<file path="config.mk">
export PLATFORM = sky130hd
export DESIGN_NAME = sha256_64byte_message_digest_unit
export DESIGN_NICKNAME = d
export VERILOG_FILES = /design/src/design/s256md_pkg.sv /design/src/design/s256md_datapath.sv /design/src/design/s256md_ctrl.sv /design/src/design/sha256_64byte_message_digest_unit.sv
export VERILOG_INCLUDE_DIRS = /design/src /design/src/design
export SDC_FILE = /design/constraint.sdc
export NUM_CORES = 2
export LEC_CHECK = 0
export ABC_AREA = 1
export BUFFER_PORTS_ARGS = -buffer_cell sky130_fd_sc_hd__buf_2
export CAP_MARGIN = 20
export CORE_MARGIN = 3
export CORE_UTILIZATION = 35
export CTS_CLUSTER_DIAMETER = 120
export CTS_CLUSTER_SIZE = 12
export DETAILED_ROUTE_END_ITERATION = 8
export HOLD_SLACK_MARGIN = 0.15
export SYNTH_ARGS = -nofsm -noshare
export SYNTH_HDL_FRONTEND = slang
export SYNTH_SLANG_ARGS = --single-unit
export TNS_END_PERCENT = 30
</file>
<file path="constraint.sdc">
create_clock -name clock -period 15.7 [get_ports clock]
set_input_delay 3.14 -clock clock [delete_from_list [all_inputs] [get_ports clock]]
set_output_delay 3.14 -clock clock [all_outputs]
set_load 0.01 [all_outputs]
</file>
<file path="src/design/sha256_64byte_message_digest_unit_defines.svh">
// Assertion macros used by the digest unit's controller
`ifndef SHA256_64BYTE_MESSAGE_DIGEST_UNIT_DEFINES_SVH
`define SHA256_64BYTE_MESSAGE_DIGEST_UNIT_DEFINES_SVH

// Plain property check, off during reset
`define S256MD_ASSERT(lbl, clk, rst, prop) \
   lbl: assert property (@(posedge clk) disable iff (rst) (prop)) \
      else $error("s256md check failed");

// Same-cycle implication, off during reset
`define S256MD_IMPLY(lbl, clk, rst, ante, cons) \
   lbl: assert property (@(posedge clk) disable iff (rst) (ante) |-> (cons)) \
      else $error("s256md implication failed");

`endif

</file>
<file path="src/design/s256md_pkg.sv">
// Types, constants and functions of the SHA-256 digest unit
`default_nettype none
package s256md_pkg;

   typedef logic [31:0] word_type;

   // Controller to datapath commands
   typedef struct packed {
      logic       load;       // shift a message word into the schedule
      logic       init;       // load initial value into working and chaining vars
      logic       round;      // one compression round
      logic       fin1;       // end of message block: add back, load padding block
      logic       fin2;       // end of padding block: add into chaining vars
      logic       shift;      // move to the next digest word
      logic [5:0] round_idx;  // round number within the block
   } cmd_type;

   localparam word_type IV_TABLE [8] = '{
      32'h6A09E667, 32'hBB67AE85, 32'h3C6EF372, 32'hA54FF53A,
      32'h510E527F, 32'h9B05688C, 32'h1F83D9AB, 32'h5BE0CD19
   };

   localparam word_type PAD_FIRST = 32'h80000000;
   localparam word_type PAD_LAST  = 32'h00000200;

   localparam word_type K_TABLE [64] = '{
      32'h428a2f98, 32'h71374491, 32'hb5c0fbcf, 32'he9b5dba5,
      32'h3956c25b, 32'h59f111f1, 32'h923f82a4, 32'hab1c5ed5,
      32'hd807aa98, 32'h12835b01, 32'h243185be, 32'h550c7dc3,
      32'h72be5d74, 32'h80deb1fe, 32'h9bdc06a7, 32'hc19bf174,
      32'he49b69c1, 32'hefbe4786, 32'h0fc19dc6, 32'h240ca1cc,
      32'h2de92c6f, 32'h4a7484aa, 32'h5cb0a9dc, 32'h76f988da,
      32'h983e5152, 32'ha831c66d, 32'hb00327c8, 32'hbf597fc7,
      32'hc6e00bf3, 32'hd5a79147, 32'h06ca6351, 32'h14292967,
      32'h27b70a85, 32'h2e1b2138, 32'h4d2c6dfc, 32'h53380d13,
      32'h650a7354, 32'h766a0abb, 32'h81c2c92e, 32'h92722c85,
      32'ha2bfe8a1, 32'ha81a664b, 32'hc24b8b70, 32'hc76c51a3,
      32'hd192e819, 32'hd6990624, 32'hf40e3585, 32'h106aa070,
      32'h19a4c116, 32'h1e376c08, 32'h2748774c, 32'h34b0bcb5,
      32'h391c0cb3, 32'h4ed8aa4a, 32'h5b9cca4f, 32'h682e6ff3,
      32'h748f82ee, 32'h78a5636f, 32'h84c87814, 32'h8cc70208,
      32'h90befffa, 32'ha4506ceb, 32'hbef9a3f7, 32'hc67178f2
   };

   function automatic word_type rotr(input word_type x, input int unsigned r);
      rotr = (x >> r) | (x << (32 - r));
   endfunction

   // Round functions
   function automatic word_type big_sigma0(input word_type x);
      big_sigma0 = rotr(x, 2) ^ rotr(x, 13) ^ rotr(x, 22);
   endfunction

   function automatic word_type big_sigma1(input word_type x);
      big_sigma1 = rotr(x, 6) ^ rotr(x, 11) ^ rotr(x, 25);
   endfunction

   // Schedule functions
   function automatic word_type small_sigma0(input word_type x);
      small_sigma0 = rotr(x, 7) ^ rotr(x, 18) ^ (x >> 3);
   endfunction

   function automatic word_type small_sigma1(input word_type x);
      small_sigma1 = rotr(x, 17) ^ rotr(x, 19) ^ (x >> 10);
   endfunction

endpackage
`default_nettype wire

</file>
<file path="src/design/s256md_datapath.sv">
// Datapath: message schedule, round logic and chaining registers
`default_nettype none
module s256md_datapath (
   input  wire logic               clock,
   input  wire s256md_pkg::cmd_type cmd,
   input  wire s256md_pkg::word_type msg_word,
   output      s256md_pkg::word_type digest_word
);
   import s256md_pkg::*;

   word_type w_ff [16];
   word_type w_in [16];
   word_type v_ff [8];
   word_type v_in [8];
   word_type h_ff [8];
   word_type h_in [8];

   word_type w_next;
   word_type t1;
   word_type t2;
   word_type ch;
   word_type maj;

   // Rolling schedule: w_ff[0] is the word of the current round
   assign w_next = small_sigma1(w_ff[14]) + w_ff[9] + small_sigma0(w_ff[1]) + w_ff[0];

   // One round
   assign ch  = (v_ff[4] & v_ff[5]) ^ (~v_ff[4] & v_ff[6]);
   assign maj = (v_ff[0] & v_ff[1]) ^ (v_ff[0] & v_ff[2]) ^ (v_ff[1] & v_ff[2]);
   assign t1  = v_ff[7] + big_sigma1(v_ff[4]) + ch + K_TABLE[cmd.round_idx] + w_ff[0];
   assign t2  = big_sigma0(v_ff[0]) + maj;

   // Next values of the schedule
   always_comb begin
      for (int i = 0; i < 16; i++) begin
         w_in[i] = w_ff[i];
      end
      if (cmd.load) begin
         for (int i = 0; i < 15; i++) begin
            w_in[i] = w_ff[i + 1];
         end
         w_in[15] = msg_word;
      end else if (cmd.round) begin
         for (int i = 0; i < 15; i++) begin
            w_in[i] = w_ff[i + 1];
         end
         w_in[15] = w_next;
      end else if (cmd.fin1) begin
         for (int i = 0; i < 16; i++) begin
            w_in[i] = '0;
         end
         w_in[0]  = PAD_FIRST;
         w_in[15] = PAD_LAST;
      end
   end

   // Next values of working and chaining variables
   always_comb begin
      for (int i = 0; i < 8; i++) begin
         v_in[i] = v_ff[i];
         h_in[i] = h_ff[i];
      end
      if (cmd.init) begin
         for (int i = 0; i < 8; i++) begin
            v_in[i] = IV_TABLE[i];
            h_in[i] = IV_TABLE[i];
         end
      end else if (cmd.round) begin
         for (int i = 1; i < 8; i++) begin
            v_in[i] = v_ff[i - 1];
         end
         v_in[0] = t1 + t2;
         v_in[4] = v_ff[3] + t1;
      end else if (cmd.fin1) begin
         for (int i = 0; i < 8; i++) begin
            v_in[i] = h_ff[i] + v_ff[i];
            h_in[i] = h_ff[i] + v_ff[i];
         end
      end else if (cmd.fin2) begin
         for (int i = 0; i < 8; i++) begin
            h_in[i] = h_ff[i] + v_ff[i];
         end
      end else if (cmd.shift) begin
         for (int i = 0; i < 7; i++) begin
            h_in[i] = h_ff[i + 1];
         end
      end
   end

   // Payload registers, no reset
   always_ff @(posedge clock) begin
      for (int i = 0; i < 16; i++) begin
         w_ff[i] <= w_in[i];
      end
      for (int i = 0; i < 8; i++) begin
         v_ff[i] <= v_in[i];
         h_ff[i] <= h_in[i];
      end
   end

   assign digest_word = h_ff[0];

endmodule
`default_nettype wire

</file>
<file path="src/design/s256md_ctrl.sv">
// Controller: word counting, round sequencing and result handshake
`default_nettype none
module s256md_ctrl (
   input  wire logic                clock,
   input  wire logic                reset,
   input  wire logic                req_tvalid,
   output      logic                req_tready,
   output      logic                rsp_tvalid,
   input  wire logic                rsp_tready,
   output      logic                rsp_tlast,
   output      s256md_pkg::cmd_type cmd
);
   import s256md_pkg::*;

   typedef enum logic [2:0] {
      ST_LOAD, ST_RND1, ST_FIN1, ST_RND2, ST_FIN2, ST_OUT
   } state_type;

   state_type  state_ff;
   logic [3:0] word_ff;
   logic [5:0] round_ff;
   logic [2:0] out_ff;
   logic       valid_ff;

   logic req_hs;
   logic rsp_hs;

   assign req_tready = (state_ff == ST_LOAD);
   assign req_hs     = req_tvalid && req_tready;
   assign rsp_tvalid = valid_ff;
   assign rsp_hs     = valid_ff && rsp_tready;
   assign rsp_tlast  = valid_ff && (out_ff == 3'd7);

   // Commands to the datapath
   assign cmd.load      = req_hs;
   assign cmd.init      = req_hs && (word_ff == 4'hF);
   assign cmd.round     = (state_ff == ST_RND1) || (state_ff == ST_RND2);
   assign cmd.fin1      = (state_ff == ST_FIN1);
   assign cmd.fin2      = (state_ff == ST_FIN2);
   assign cmd.shift     = rsp_hs;
   assign cmd.round_idx = round_ff;

   // State and registered outputs
   always_ff @(posedge clock) begin
      if (reset) begin
         state_ff <= ST_LOAD;
         word_ff  <= '0;
         round_ff <= '0;
         out_ff   <= '0;
         valid_ff <= 1'b0;
      end else begin
         unique case (state_ff)
            ST_LOAD: begin
               if (req_hs) begin
                  word_ff <= word_ff + 4'd1;
                  if (word_ff == 4'hF) begin
                     round_ff <= '0;
                     state_ff <= ST_RND1;
                  end
               end
            end
            ST_RND1: begin
               round_ff <= round_ff + 6'd1;
               if (round_ff == 6'd63) begin
                  state_ff <= ST_FIN1;
               end
            end
            ST_FIN1: begin
               round_ff <= '0;
               state_ff <= ST_RND2;
            end
            ST_RND2: begin
               round_ff <= round_ff + 6'd1;
               if (round_ff == 6'd63) begin
                  state_ff <= ST_FIN2;
               end
            end
            ST_FIN2: begin
               out_ff   <= '0;
               valid_ff <= 1'b1;
               state_ff <= ST_OUT;
            end
            ST_OUT: begin
               if (rsp_hs) begin
                  out_ff <= out_ff + 3'd1;
                  if (out_ff == 3'd7) begin
                     valid_ff <= 1'b0;
                     state_ff <= ST_LOAD;
                  end
               end
            end
            default: begin
               state_ff <= ST_LOAD;
            end
         endcase
      end
   end

`include "sha256_64byte_message_digest_unit_defines.svh"

   `S256MD_ASSERT(a_no_overlap, clock, reset, !(req_tready && rsp_tvalid))
   `S256MD_ASSERT(a_one_cmd, clock, reset, $onehot0({cmd.init, cmd.round, cmd.fin1, cmd.fin2, cmd.shift}))
   `S256MD_IMPLY(a_fin_after_rounds, clock, reset, cmd.fin1 || cmd.fin2, $past(round_ff) == 6'd63)

endmodule
`default_nettype wire

</file>
<file path="src/design/sha256_64byte_message_digest_unit.sv">
// SHA-256 digest unit for fixed 64-byte messages (top level)
// Takes sixteen big-endian 32-bit message words, one per item, then hashes the
// message block from the standard initial value and the fixed padding block,
// one round per clock, and returns digest words H0..H7 with tlast on H7. A
// message is taken as 16 input words, then compressed by the single round
// unit in 64 rounds, an add-back step, 64 rounds and an add step, and its
// digest is read out as 8 output words. Input is not taken while a message
// is being hashed or its digest read.
`default_nettype none
module sha256_64byte_message_digest_unit (
   input  wire logic        clock,
   input  wire logic        reset,
   input  wire logic        req_tvalid,
   output      logic        req_tready,
   input  wire logic [31:0] req_tdata,   // [31:0] message_word
   output      logic        rsp_tvalid,
   input  wire logic        rsp_tready,
   output      logic [31:0] rsp_tdata,   // [31:0] digest_word
   output      logic        rsp_tlast    // last_word
);
   import s256md_pkg::*;

   cmd_type cmd;

   s256md_ctrl u_ctrl (
      .clock      (clock),
      .reset      (reset),
      .req_tvalid (req_tvalid),
      .req_tready (req_tready),
      .rsp_tvalid (rsp_tvalid),
      .rsp_tready (rsp_tready),
      .rsp_tlast  (rsp_tlast),
      .cmd        (cmd)
   );

   s256md_datapath u_datapath (
      .clock       (clock),
      .cmd         (cmd),
      .msg_word    (req_tdata),
      .digest_word (rsp_tdata)
   );

endmodule
`default_nettype wire
</file>
Word level (Yosys, flattened, before mapping) --
Memory sizes are Yosys's and may differ from the RTL's. Cells that the tools add are included.
Storage, ports and cells: bits in registers 17, memory bits (writable) 1024, ROM bits 2048, bits of input ports 36, output and inout bits 35, logic and storage cells 116, memories kept 4
Operators by class: $add $sub $neg 21, order comparisons 1, eq/ne operators 14, mux-type cells 29, bitwise logic cells 28, reduce and logical (&&, ||, !) cells 14
Memories:
- (name not given) | depth 64, width 32, read ports 1, clocked after memory_dff 0, wr ports 0, RTL line s256md_datapath.sv:30 | assign t1 = v_ff[7] + big_sigma1(v_ff[4]) + ch + K_TABLE[cmd.round_idx] + w_ff[0];
- u_datapath.w_ff | depth 16, width 32, read ports 16, clocked after memory_dff 0, wr ports 16, RTL line s256md_datapath.sv:11 | word_type w_ff [16];
- u_datapath.h_ff | depth 8, width 32, read ports 8, clocked after memory_dff 0, wr ports 8, RTL line s256md_datapath.sv:15 | word_type h_ff [8];
- u_datapath.v_ff | depth 8, width 32, read ports 8, clocked after memory_dff 0, wr ports 8, RTL line s256md_datapath.sv:13 | word_type v_ff [8];
Operators by type and width (number):
- $mux 256 | 6
- $mux 512 | 3
- $add 32x32->32 | 18
- $mux 224 | 2
- $xor 32x32->32 | 9
- $and 32x32->32 | 5
- $mux 32 | 3
- $not 32->32 | 1
- $or 10x32->32 | 1
- $or 13x32->32 | 1
- $or 14x32->32 | 1
- $or 15x32->32 | 1
- $or 19x32->32 | 1
- $or 21x32->32 | 1
- $or 25x32->32 | 1
- $or 26x32->32 | 1
- $or 30x32->32 | 1
- $or 7x32->32 | 1
- $xor 32x22->32 | 1
- $xor 32x29->32 | 1
- $mux 3 | 7
- $pmux 3 s6 | 1
- $pmux 6 s3 | 1
- $mux 6 | 2
- other kinds (24) | 37

Logic depth before layout (Yosys ltp) --
word-level depth 10, gate-level depth with buffers 45, gate-level depth less buffers 44

By module --
A second synthesis with hierarchy kept.
Second synthesis, totals: cells, all modules 9568, area, all modules 73090.1 µm²
By module, submodules not included:
- s256md_datapath | times used 1, cells an instance 9430, area each 72155.5 µm², sequential area each 25624.6 µm²
- s256md_ctrl | times used 1, cells an instance 138, area each 934.6 µm², sequential area each 340.3 µm²

Worst setup path after synthesis --
Ideal clock, no wire load.
kind input to register, from in req_tvalid, to mem u_datapath.w_ff[0][0] in the netlist's numbering (enable), library setup time 3663 ps, arrival time 11622 ps, required time 12037 ps, path slack 415 ps, stages on the path 4, path buffers 0, cells stage by stage inv_1 > nor2_2 > inv_2 > nand2_1
RTL lines:
- from (decl) | RTL line sha256_64byte_message_digest_unit.sv:13 | input wire logic req_tvalid,
- to (decl) | RTL line s256md_datapath.sv:11

==> out/metrics.csv <==
metric,value,unit
startpoint,u_ctrl.round_ff[3]$_SDFFE_PP0P_,
drt-total-wl,334,mm
synth_compound_area_share,16.2,%
yosys.area.top_type_share,20.6,%
slew_violations,0,
gp_congestion,0.997,
crit_top_cell,nand2_1,
ys_ff_latch,1041,
syn_area,74600,um^2
status,completed,
grt_pass1_wl,478,mm
setup_viol,0,
synth-edff-count,512,
worst_slew_pin_slew,1330,ps
startpoint_type,register,
synth-simple-area-share,21.1,%
ctsResizeCount,0,
initial_core_util,35.4,%
syn_to_final_growth,7.63,%
hp-class,register to register,
yosys-top-cells-area,"edfxtp_1 21%, dfxtp_1 14%, nand2_1 10%, inv_1 7.8%, ha_1 6.7%",
crit_arrival,10340,ps
layout_setup_ws,6030,ps
slowest_delay,770,ps
synthFlopType,dfxtp_1,
ys_seq_area_share,34.8,%
maxCapViolCount,0,
portBuffers,70,
timing.fmax,103,MHz
synthArstFlopShare,0,%
fp-row-count,168,
drc,0,
grt_setup_unrepaired,false,
drtIter0Drc,6532,
synth_nets,10700,
clockBufferDepth,3,
r2r_cells,35,
synthXorXnorAreaFrac,5.08,%
grt_max_degree,186,
synth_warnings,0,
pin_count,71,
post-route-min-period,9670,ps
cpMaxStageDelayCell,nor2_1,
cts.clk_slew.worst_paths,80,ps
endpoint,u_datapath.v_ff[0][21]$_SDFFE_PP0P_,
fin_nets,10600,
synth_fa_ha_area_share,12.2,%
grt_usage,29.8,%
cts_tree,yes,
vias_per_cell,5.42,
tns,0,ps
synth_cells,10100,
first_global_vias,67500,
fp.dieH,468,um
cts_hold_buf,0,
pre_cts_ws,6210,ps
synth.mux.area_fraction,0.213,%
core,211000,um^2
cts_sinks,1041,
slew_headroom,11.2,%
antenna_found_initial,5,
hpwl,258,mm
grt_overflow,0,
drive_gt1_share,3.38,%
nFillCells,22200,
path_max_fanout,43,
final_hold_viol_count,0,
netlist.top_cell.by_area,edfxtp_1,
r2r_slack,6030,ps
worstPathRequired,16370,ps
synth_area_per_cell,7.38,um^2
drtAntennaViolNets,0,
dieArea,219000,um^2
placed_cell_area,77400,um^2
synth_top_family_by_area,simple AND/OR/NAND/NOR gates,
path_class,register to register,
r2r-end,u_datapath.v_ff[0][21]$_SDFFE_PP0P_,
cts-root-buf,clkbuf_16,
die_w,468,um
clock_latency,780,ps
drtPass1Iterations,6,
fin_skew,46.3,ps
htree_levels,3,
cts_buffers,99,
post_cts_buffers,0,
synth.distinct_cells,62,
stdcell_area,80300,um^2
r2r_start,u_ctrl.round_ff[3]$_SDFFE_PP0P_,
vias,69300,
detail_route.wl_per_cell,26.1,um
period_share,61.6,%
endpoint_kind,register,
[flip-flops by register name, summed over array words and instances, names as in the netlist]
register and count:
u_ctrl.out_ff 3, u_ctrl.round_ff 6, u_ctrl.rsp_tvalid 1, u_ctrl.state_ff 3, u_ctrl.word_ff 4, u_datapath.h_ff 256, u_datapath.v_ff 256, u_datapath.w_ff 512
[through the flow]
step                hold slack, ps  utilization, %  instances
floorplan                      433               -      10100
global placement               449            36.7      12600
detailed placement             454            36.7      12600
CTS                            472            38.1      12800
global route                   499            38.1      12800
finish                         474            38.1      12800
[per-layer routing]
layer	share of wire (%)	vias up	routed length [um]	track usage (%)
met3	5.6	682	18800	3.49
li1	-	32700	-	-
met5	0.0069	-	23	0
met1	41	33400	136000	37.2
met2	46	2530	153000	48.8
met4	7.9	4	26200	19.3
[synthesized netlist by cell type, drive strengths merged (32+ instances only)]
library cell  number
nand2           2055
inv             1562
nor2            1130
a21oi            941
o21ai            609
dfxtp            529
edfxtp           512
nand3            451
ha               397
clkbuf           295
xor2             242
fa               195
xnor2            191
buf              142
o211ai           118
nor3              86
a31oi             70
nand4             68
o21bai            61
a221oi            56
a22oi             50
a21o              44
o221ai            38
a21boi            33
or2               32
[cells by family after synthesis]
family | after synthesis
fa+ha+maj | 616
mux | 15
compound gates | 2123
simple gates | 3881
buf+inv | 2002
xor+xnor | 433
flops | 1041
[worst min-delay path by stage]
stage | startpoint | slack (ps) | cells after the start | to
5_1_grt | u_ctrl.out_ff[1]$_SDFFE_PP0P_ | 500 | 2 | u_ctrl.out_ff[1]$_SDFFE_PP0P_
6_report | u_ctrl.out_ff[2]$_SDFFE_PP0P_ | 470 | 2 | u_ctrl.out_ff[2]$_SDFFE_PP0P_
3_5_place_dp | u_ctrl.out_ff[0]$_SDFFE_PP0P_ | 450 | 1 | u_ctrl.out_ff[0]$_SDFFE_PP0P_
3_3_place_gp | u_ctrl.out_ff[0]$_SDFFE_PP0P_ | 450 | 1 | u_ctrl.out_ff[0]$_SDFFE_PP0P_
4_1_cts | u_ctrl.out_ff[0]$_SDFFE_PP0P_ | 470 | 1 | u_ctrl.out_ff[0]$_SDFFE_PP0P_
2_1_floorplan | u_ctrl.out_ff[0]$_SDFFE_PP0P_ | 430 | 1 | u_ctrl.out_ff[0]$_SDFFE_PP0P_
[layout make-up]
cell class,instances,area [um^2],share of cell area [%]
multi-input combinational,7068,41000,51.0
sequential,1041,26000,32.3
inverter,1565,5900,7.35
tap,2805,3510,4.37
clock buffer,134,2630,3.27
timing repair buffer,159,1140,1.41
clock inverter,12,208,0.259
antenna,3,7.51,0.00935
[cell usage in the layout, fill, tap and decap left out, drive strengths merged, types with 56 or more instances in the layout]
| cell type | synthesis | layout |
|---|---|---|
| nand4 | 68 | 68 |
| xnor2 | 191 | 191 |
| a31oi | 70 | 70 |
| a221oi | 56 | 56 |
| o21bai | 61 | 61 |
| ha | 397 | 397 |
| dfxtp | 529 | 529 |
| xor2 | 242 | 242 |
| o21ai | 609 | 609 |
| buf | 142 | 159 |
| clkbuf | 295 | 134 |
| nor3 | 86 | 86 |
| a21oi | 941 | 941 |
| fa | 195 | 195 |
| nand3 | 451 | 451 |
| nor2 | 1130 | 1130 |
| inv | 1562 | 1569 |
| edfxtp | 512 | 512 |
| o211ai | 118 | 118 |
| nand2 | 2055 | 2055 |
[worst max-delay path, delay by kind of cell, from the launching register on]
kind | cells | cell delay [ps]
AO/OA/AOI/OAI | 11 | 2380
buffers and inverters | 6 | 1370
XOR/XNOR | 1 | 630
adder cells (fa/ha/maj) | 6 | 2700
flip-flops | 1 | 310
AND/OR/NAND/NOR | 11 | 2150
Power is not shown: default switching activity piles up to over one toggle a cycle in this logic, so the estimate is an artifact.
